--- config.mk ---
export PLATFORM = sky130hd
export DESIGN_NAME = lrp_front
export DESIGN_NICKNAME = d
export VERILOG_FILES = /design/src/hdl/lrp_pkg.sv /design/src/hdl/lrp_front.sv
export SDC_FILE = /design/constraint.sdc
export NUM_CORES = 1
export LEC_CHECK = 0
export ABC_AREA = 1
export BUFFER_PORTS_ARGS = -buffer_cell sky130_fd_sc_hd__clkbuf_2
export CORE_UTILIZATION = 31
export DETAILED_ROUTE_END_ITERATION = 10
export PLACE_DENSITY = 0.53
export REMOVE_ABC_BUFFERS = 1
export SYNTH_ARGS = -nofsm -noshare
export SYNTH_HDL_FRONTEND = slang
export SYNTH_SLANG_ARGS = --single-unit
--- constraint.sdc ---
create_clock -name clock -period 5.9 [get_ports clock]
set_input_delay 0.59 -clock clock [delete_from_list [all_inputs] [get_ports clock]]
set_output_delay 0.59 -clock clock [all_outputs]
set_load 0.005 [all_outputs]
--- src/hdl/lrp_pkg.sv ---
// ----------------------------------------------------------------------------
// lrp_pkg: shared types and constants of the LR shift-reduce parse engine
// Request kinds, result kinds, table sizes and the queued request format.
// ----------------------------------------------------------------------------
package lrp_pkg;

   localparam int StateBits   = 8;
   localparam int TermBits    = 6;
   localparam int NontermBits = 6;
   localparam int RuleBits    = 8;
   localparam int LenBits     = 5;
   localparam int ActBits     = 10;

   localparam logic [LenBits-1:0] MaxRhs       = 5'd16;
   localparam logic [6:0]         MaxTerminals = 7'd64;
   localparam logic [5:0]         MaxReduce    = 6'd63;
   localparam logic [7:0]         StackTop     = 8'd255;

   // Request kinds
   localparam logic [2:0] KIND_ACTION = 3'd0;
   localparam logic [2:0] KIND_GOTO   = 3'd1;
   localparam logic [2:0] KIND_RULE   = 3'd2;
   localparam logic [2:0] KIND_TOKEN  = 3'd3;
   localparam logic [2:0] KIND_START  = 3'd4;

   // Action codes
   localparam logic [1:0] ACT_ERROR  = 2'd0;
   localparam logic [1:0] ACT_SHIFT  = 2'd1;
   localparam logic [1:0] ACT_REDUCE = 2'd2;
   localparam logic [1:0] ACT_ACCEPT = 2'd3;

   // Result kinds
   localparam logic [2:0] RES_REDUCE  = 3'd0;
   localparam logic [2:0] RES_ACCEPT  = 3'd1;
   localparam logic [2:0] RES_SYNTAX  = 3'd2;
   localparam logic [2:0] RES_UNKNOWN = 3'd3;
   localparam logic [2:0] RES_LIMIT   = 3'd4;

   // Configuration register indexes
   localparam logic CSR_TERMINAL_COUNT = 1'b0;
   localparam logic CSR_CONFLICT       = 1'b1;

   typedef struct packed {
      logic [2:0]             kind;
      logic [StateBits-1:0]   state_index;
      logic [TermBits-1:0]    column_index;
      logic [1:0]             action_code;
      logic [7:0]             action_value;
      logic [StateBits-1:0]   goto_target;
      logic [RuleBits-1:0]    rule_index;
      logic [LenBits-1:0]     rule_length;
      logic [NontermBits-1:0] rule_left;
      logic [TermBits-1:0]    token;
   } item_type;

   typedef struct packed {
      logic       valid;
      logic [2:0] kind;
      logic [7:0] rule;
      logic       last;
   } result_type;

endpackage

--- src/hdl/lrp_front.sv ---
// ----------------------------------------------------------------------------
// lrp_front: request intake and queue
// Accepts requests, drops unused kinds, clamps rule lengths, and queues them.
// ----------------------------------------------------------------------------
module lrp_front
   import lrp_pkg::*;
(
   input  logic     clock,
   input  logic     reset,
   input  logic     in_valid,
   output logic     in_stall,
   input  item_type in_item,
   output logic     head_valid,
   output item_type head_item,
   input  logic     head_pop
);

   localparam int Depth = 4;

   item_type   q_ff [Depth];
   logic [1:0] wp_ff, wp_in, rp_ff, rp_in;
   logic [2:0] count_ff, count_in;
   logic       push;
   item_type   cooked;

   always_comb begin
      cooked = in_item;
      if (in_item.rule_length > MaxRhs) begin
         cooked.rule_length = MaxRhs;
      end
   end

   // Kinds past the start request have no effect and are not queued.
   assign in_stall   = (count_ff == 3'(Depth));
   assign push       = in_valid && !in_stall && (in_item.kind <= KIND_START);
   assign head_valid = (count_ff != 3'd0);
   assign head_item  = q_ff[rp_ff];

   always_comb begin
      wp_in    = push ? wp_ff + 2'd1 : wp_ff;
      rp_in    = head_pop ? rp_ff + 2'd1 : rp_ff;
      count_in = count_ff + {2'b00, push} - {2'b00, head_pop};
   end

   always_ff @(posedge clock) begin
      if (reset) begin
         wp_ff    <= '0;
         rp_ff    <= '0;
         count_ff <= '0;
      end else begin
         wp_ff    <= wp_in;
         rp_ff    <= rp_in;
         count_ff <= count_in;
      end
      if (push) begin
         q_ff[wp_ff] <= cooked;
      end
   end

endmodule

# Yosys cells after proc, flatten, opt, wreduce, memory -nomap -nowiden
# Memory sizes are Yosys's and may differ from the RTL's. A register that Yosys moved wholly into a read port is not among the register bits.
# Index checks and enable logic that the tools add are counted.
[totals]
register_bits = 7
latch_bits = 0
mem_bits_rw = 240
mem_bits_ro = 0
in_bits = 64
out_inout_bits = 62
word_cells = 20
memories = 1
[classes]
addsub = 4
multipliers = 0
div = 0
order_cmp = 2
eq_ne = 1
shifts = 0
mux = 5
n_bitwise = 0
n_reduce_logical = 4
[mem_list]
columns = ["memory", "depth", "width", "rd", "rd_clocked_by_memory_dff", "wr", "line", "source"]
rows = [
  ["q_ff", 4, 60, 1, 1, 1, "lrp_front.sv:20", "item_type q_ff [Depth];"],
]
[op_table]
columns = ["op", "n"]
rows = [
  ["$gt A5 B5 Y1 const B", 1],
  ["$mux W5", 1],
  ["$add A2 B1 Y2 const B", 2],
  ["$mux W2", 2],
  ["$add A3 B1 Y3", 1],
  ["$eq A3 B3 Y1 const B", 1],
  ["$le A3 B3 Y1 const B", 1],
  ["$reduce_bool A3 Y1", 1],
  ["$sub A3 B1 Y3", 1],
  ["$logic_and A1 B1 Y1", 2],
  ["$mux W1", 2],
  ["$logic_not A1 Y1", 1],
]

# Longest topological paths before layout
# Gate-level depths: netlist of the first run.
[depth]
ltp_word = 6
depth_mapped = 9
depth_no_buf = 9

# Least setup slack after synthesis of the first run
# No wires, ideal clock.
[synth_timing]
path_kind = "input to register"
start = "input port in_item[57] (netlist name)"
end = "memory q_ff[0][0] (netlist name) (enable)"
setup_ns = 0.478
arrival_ns = 3.529
t_required_ns = 5.422
slack_ns = 1.892
path_stages = 3
path_buffers = 0
path_cell_list = "o21ai_1 nand3_1 nor2_1"
[synth_via]
elab_chain_cells = 4
[synth_rtl]
columns = ["item", "line", "source"]
rows = [
  ["start, declared", "lrp_front.sv:12", "input item_type in_item,"],
  ["$le A3 B3 Y1", "lrp_front.sv:35", "assign push = in_valid && !in_stall && (in_item.kind <= KIND_START);"],
  ["$logic_and A1 B1 Y1", "lrp_front.sv:35", ""],
  ["$mux W1", "lrp_front.sv:55", "if (push) begin"],
  ["$mux W1 (implied by the code)", "lrp_front.sv:56", "q_ff[wp_ff] <= cooked;"],
  ["end, declared", "lrp_front.sv:20", ""],
]
# Every way passes these cells.

==> metrics.csv, run 1 <==
metric;value;unit
outcome;finished, final reports clean;
skew;0.0246;ns
grt_antenna_before_repair;3;
final_common_cell;edfxtp_1;
cts_max_level;1;
synth.distinct_cells;23;
power;4.06;mW
area_growth;18.5;%
crit_required;5.31;ns
setup_tns;0;ns
avgSynthCellArea;14.6;um^2
worst_pin_slew;0.957;ns
crit_path_end_kind;output pin;
start_util;31.4;%
yosys_warnings;0;
hold_buffers;0;
die_height;178;um
ioPinCount;126;
final_period_minus_worst_setup_slack;3.59;ns
slew_headroom;36.2;%
clk_latency;0.53;ns
cts_buffer_depth;3;
grt_pass1_vias;5551;
rr_endpoint;q_ff[0][5]$_DFFE_PP_;
first_iter_violations;385;
rsz0062_at_grt;false;
r2r_cells;5;
holdWs;0.283;ns
cts_sinks;249;
cts-root-buf;clkbuf_16;
cp.arrival;3.00;ns
reg2reg_from;count_ff[1]$_SDFF_PP0_;
place.gp.congestion;0.682;
post_cts_buffers;0;
dr.pass1.iters;4;
cts_resized;0;
fillerInstances;2919;
synthFlopType;edfxtp_1;
ys_seq_area_share;77.1;%
hold_start;reset;
core_area;30500;um^2
die-area;31600;um^2
hold_end;count_ff[0]$_SDFF_PP0_;
min_period_over_period;60.9;%
cts_buffers;26;
final-hold-violation-count;0;
min_path_cells;2;
netlist_area;9580;um^2
ff2ff_setup_slack;3.15;ns
drt-vias-per-instance;4.66;
grt.overflow.total;0;
hold_class;primary input to flip-flop;
ir_worst_vdd;0.178;mV
cts_tree;done;
path_clk_slew;0.06;ns
setup_viol;0;
synthCells;656;
power.density;358;nW/um^2
p_leak;3.97;nW
drt.antenna.violating_nets;0;
startpoint_type;flip-flop;
synth_async_sr_flop_share;0;%
ys_ff_latch;249;
maxSlewViolCount;0;
drv_cap;0;
fmax;278;MHz
drt-wirelength-per-cell;17.5;um
wl;20800;um
grt_max_degree;74;
numPortBuffers;125;
drive_gt1_share;27.0;%
synth_area_leaders;edfxtp_1, nor2_1, o21ai_0, o22ai_1, o22ai_2;
crit_fanout;73;
die_w;178;um
grt_usage;13.2;%
fp-row-count;64;
drc;0;
synth-edff-count;240;
synth_top_area_share;75.2;%
worstSetupPathType;flip-flop to output pin;
yosysTopAreaCell;edfxtp_1;
hpwl;11700;um
num_vias;5554;
final_cell_mix;edfxtp_1, clkbuf_2, nor2_1;
grt_first_pass_wirelength;31400;um
nets;849;
==> logic make-up after synthesis <==
logic type                 after synthesis  synth area share (%)
and+or+nand+nor                        150                  6.50
DFF                                    249                  77.1
buffers and inverters                   64                  3.60
AOI/OAI and AO/OA                      186                  11.8
adders and majority gates                7                 0.992
==> per-stage QoR <==
| stage | cells | cell area, um^2 | setup slack (ns) | util, % |
|---|---|---|---|---|
| global placement | 1146 | 10600 | 2.67 | 34.6 |
| floorplan | 617 | 9330 | 1.41 | - |
| detailed placement | 1146 | 10600 | 2.63 | 34.6 |
| global route | 1191 | 11400 | 2.08 | 37.2 |
| finish | 1192 | 11400 | 2.31 | 37.2 |
| CTS | 1191 | 11400 | 2.28 | 37.2 |
==> critical path, stage by stage, from the launching register on <==
cell	delay, ns
dfxtp_4	0.51
inv_4	0.71
buf_4	0.60
nor2_1	0.08
o22ai_1	0.27
clkbuf_2	0.16
==> worst max-delay path by stage <==
stage                     slack (ns)         from               endpoint
final                           2.31    flip-flop          head_item[36]
after CTS                       2.28    flip-flop          head_item[36]
after global routing            2.08    flip-flop           head_item[9]
after global placement          2.67  in_item[58]  q_ff[2][40]$_DFFE_PP_
after detailed placement        2.63  in_item[58]  q_ff[2][49]$_DFFE_PP_
after floorplan                 1.41    flip-flop           head_item[0]
==> area by class of cell <==
type / count / area, um^2 / area share, %
Clock inverter: 11 / 100 / 0.882
Antenna cell: 1 / 2.50 / 0.0220
Sequential cell: 249 / 7390 / 65.1
Clock buffer: 34 / 702 / 6.18
Multi-Input combinational cell: 343 / 1880 / 16.6
Inverter: 25 / 96.3 / 0.848
Tap cell: 396 / 495 / 4.36
Timing Repair Buffer: 133 / 686 / 6.04
==> registers in the layout (all words and copies together), names as in the netlist, named ones only <==
name,cells
count_ff,3
q_ff,240
rp_ff,2
wp_ff,2
==> metal layers <==
layer  vias to the layer above  global-route usage (%)  wire [um]
met3                        24                    2.98       1190
met1                      2722                    17.6       9690
met2                       121                    21.9       9700
met4                         4                    2.71        224
met5                         -                       0         27
li1                       2683                       -          -
==> synth_stat cells, types with 3 or more instances <==
master	n
edfxtp_1	240
nor2_1	116
o21ai_0	82
o21ai_1	41
o22ai_1	40
clkbuf_1	24
inv_1	24
nor2_2	20
o22ai_2	20
buf_6	9
dfxtp_1	9
nand2_1	9
ha_1	6
buf_2	3
buf_8	3
==> where the power goes <==
group          leakage [nW]  switching [mW]  total (mW)  internal, mW
registers              2.26          0.0338        2.09          2.06
clock network         0.395           0.628        1.55         0.917
logic                  1.31           0.280       0.426         0.146
Note: power is estimated with default switching activity, not from simulation.
==> inputs of run 2 (changes only) <==
--- a/config.mk
+++ b/config.mk
@@ -5,7 +5,7 @@
 export SDC_FILE = /design/constraint.sdc
 export NUM_CORES = 1
 export LEC_CHECK = 0
-export ABC_AREA = 1
+export ABC_AREA = 0
 export BUFFER_PORTS_ARGS = -buffer_cell sky130_fd_sc_hd__clkbuf_2
 export CORE_UTILIZATION = 31
 export DETAILED_ROUTE_END_ITERATION = 10
==> constraint.sdc (replaced) <==
create_clock -name clock -period 3.6 [get_ports clock]
set_input_delay 0.36 -clock clock [delete_from_list [all_inputs] [get_ports clock]]
set_output_delay 0.36 -clock clock [all_outputs]
set_load 0.005 [all_outputs]
==> run 2 against run 1 <==
Area after synthesis down 4.4%. Routed wire length down 20%. Global-route usage down 2.0 points. Non-clock buffer count down 6. First-iteration DRC count down 46%. Final area down 3.3%. Count of clock-buffer cells in the layout unchanged. Synthesized cell count down 44%. Critical endpoint is now head_item[19]. Largest cell class unchanged.
==> metrics.csv, run 2 <==
metric;value;unit
outcome;finished, final reports clean;
dr.pass1.iters;5;
die-area;30200;um^2
yosys_warnings;0;
grt_first_pass_wirelength;25900;um
wl_met1;6740;um
hold_end;q_ff[2][30]$_DFFE_PP_;
cts_max_level;1;
avgSynthCellArea;24.9;um^2
drt-wirelength-per-cell;18.3;um
fmax;390;MHz
synth_area_leaders;edfxtp_1, mux4_2, dfxtp_1, ha_1, buf_4;
ys_top_cells_by_count;edfxtp_1, mux4_2, dfxtp_1;
die_w;174;um
numPortBuffers;125;
hold_class;primary input to flip-flop;
drt-vias-per-instance;4.49;
dr_wl_met3;1180;um
clk_latency;0.51;ns
setup_viol;0;
yosysTopAreaCell;edfxtp_1;
path_cells;buf_4 -> mux4_2 -> clkbuf_2;
highest_layer;met4;
slew_headroom;34.4;%
grt_antenna_before_repair;0;
drv_cap;0;
maxSlewViolCount;0;
area_growth;19.9;%
cts-root-buf;clkbuf_16;
place.gp.congestion;0.657;
hpwl;9380;um
post-place-ws;1.15;ns
crit_required;3.24;ns
final_cell_mix;edfxtp_1, clkbuf_2, mux4_2;
final_period_minus_worst_setup_slack;2.56;ns
nets;576;
grt_pass1_vias;4537;
worst_pin_slew;0.984;ns
cts_sinks;249;
cpLargestDelayFamily;multiplexers;
drive_gt1_share;44.4;%
cp.arrival;2.20;ns
drc;0;
synthFlopType;edfxtp_1;
grt_max_degree;61;
start_util;31.7;%
grt.overflow.total;0;
ff2ff_setup_slack;1.30;ns
drt.antenna.violating_nets;0;
worstSetupPathType;flip-flop to output pin;
met2_length;8330;um
ys_seq_area_share;80.7;%
critPathMaxStageDelay;0.58;ns
first_iter_violations;206;
regMostFlops;q_ff;
rr_endpoint;count_ff[2]$_SDFF_PP0_;
fillerInstances;2669;
startpoint_type;flip-flop;
num_vias;4068;
cts_buffer_depth;3;
grt_usage;11.2;%
reg2reg_from;count_ff[2]$_SDFF_PP0_;
synth_async_sr_flop_share;0;%
power.density;591;nW/um^2
synth-edff-count;240;
path_clk_slew;0.06;ns
largest_reg_flops;240;
cts_tree;done;
antenna_cells;0;
r2r_cells;10;
ys_ff_latch;249;
wl;16600;um
synth_top_area_share;78.7;%
ioPinCount;126;
hold_buffers;0;
setup_tns;0;ns
crit_fanout;18;
rsz0062_at_grt;false;
synthCells;368;
crit_path_end_kind;output pin;
final_common_cell;edfxtp_1;
largest_registers;q_ff (240), count_ff (3);
yosysMostFrequentCell;edfxtp_1;
fp-row-count;62;
die_height;174;um
slowest_stage;mux4_2;
min_path_cells;1;
synth.distinct_cells;24;
post_cts_buffers;0;
cts_buffers;25;
cts_resized;0;
worst-path-buf-inv;2;
layout_setup_ws;1.04;ns
skew;0.00632;ns
min_period_over_period;71.2;%
p_leak;3.66;nW
hold_start;in_item[30];
core_area;28900;um^2
ir_worst_vdd;0.414;mV
final-hold-violation-count;0;
netlist_area;9160;um^2
run 2: worst max-delay path by stage:
stage / from / endpoint / cells past startpoint
detailed placement: in_item[57] / count_ff[2]$_SDFF_PP0_ / 11
global route: flip-flop / head_item[19] / 3
floorplan: flip-flop / head_item[0] / 1
CTS: flip-flop / head_item[19] / 3
global placement: in_item[57] / count_ff[2]$_SDFF_PP0_ / 11
finish: flip-flop / head_item[19] / 3
run 2: worst register-to-register path, delay by kind of cell, from the launching register on:
family                     cells  cell delay [ns]
adders and majority gates      3             0.83
xor gates and xnor gates       2             0.30
DFF                            1             0.32
buffers and inverters          2             0.12
and+or+nand+nor                3             0.61
run 2: cell type report:
cell class                      count  area, um^2  share of cell area [%]
Sequential cell                   249        7390                    67.4
Multi-Input combinational cell     96        1650                    15.0
Clock buffer                       34         722                    6.58
Timing Repair Buffer              127         653                    5.95
Tap cell                          384         480                    4.38
Clock inverter                     11        53.8                   0.490
Inverter                            6        22.5                   0.205
run 2: per-stage QoR:
stage                     utilization (%)  area (um^2)  power (mW)  hold WS [ns]  std cells
final                                38.0        11000        6.48        0.0666        907
after global placement               35.4        10200        4.13         0.493        862
after floorplan                         -         9060        3.84         0.432        351
after CTS                            38.0        11000        6.58        0.0336        907
after detailed placement             35.4        10200        4.15         0.519        862
after global routing                 38.0        11000        6.76        0.0385        907
run 2: logic make-up after synthesis:
logic type / after synthesis / share of synthesized area (%)
flops: 249 / 80.7
mux: 62 / 15.0
buf+inv: 23 / 1.37
simple gates: 22 / 1.48
fa+ha+maj: 7 / 1.04
xor+xnor: 4 / 0.383
compound gates: 1 / 0.0546
run 2: power breakdown:
part           leakage, nW  total (mW)  switching (mW)  internal, mW
sequential            2.26        3.43          0.0774          3.35
combinational         1.02       0.626           0.303         0.323
clock                0.387        2.43            1.03          1.40
total                 3.66        6.48            1.41          5.08
run 2: per-layer routing:
metal	vias up	GRT usage (%)
met2	116	19.2
met3	27	3.31
met4	0	3.25
met5	-	0
met1	2106	13.7
li1	1819	-
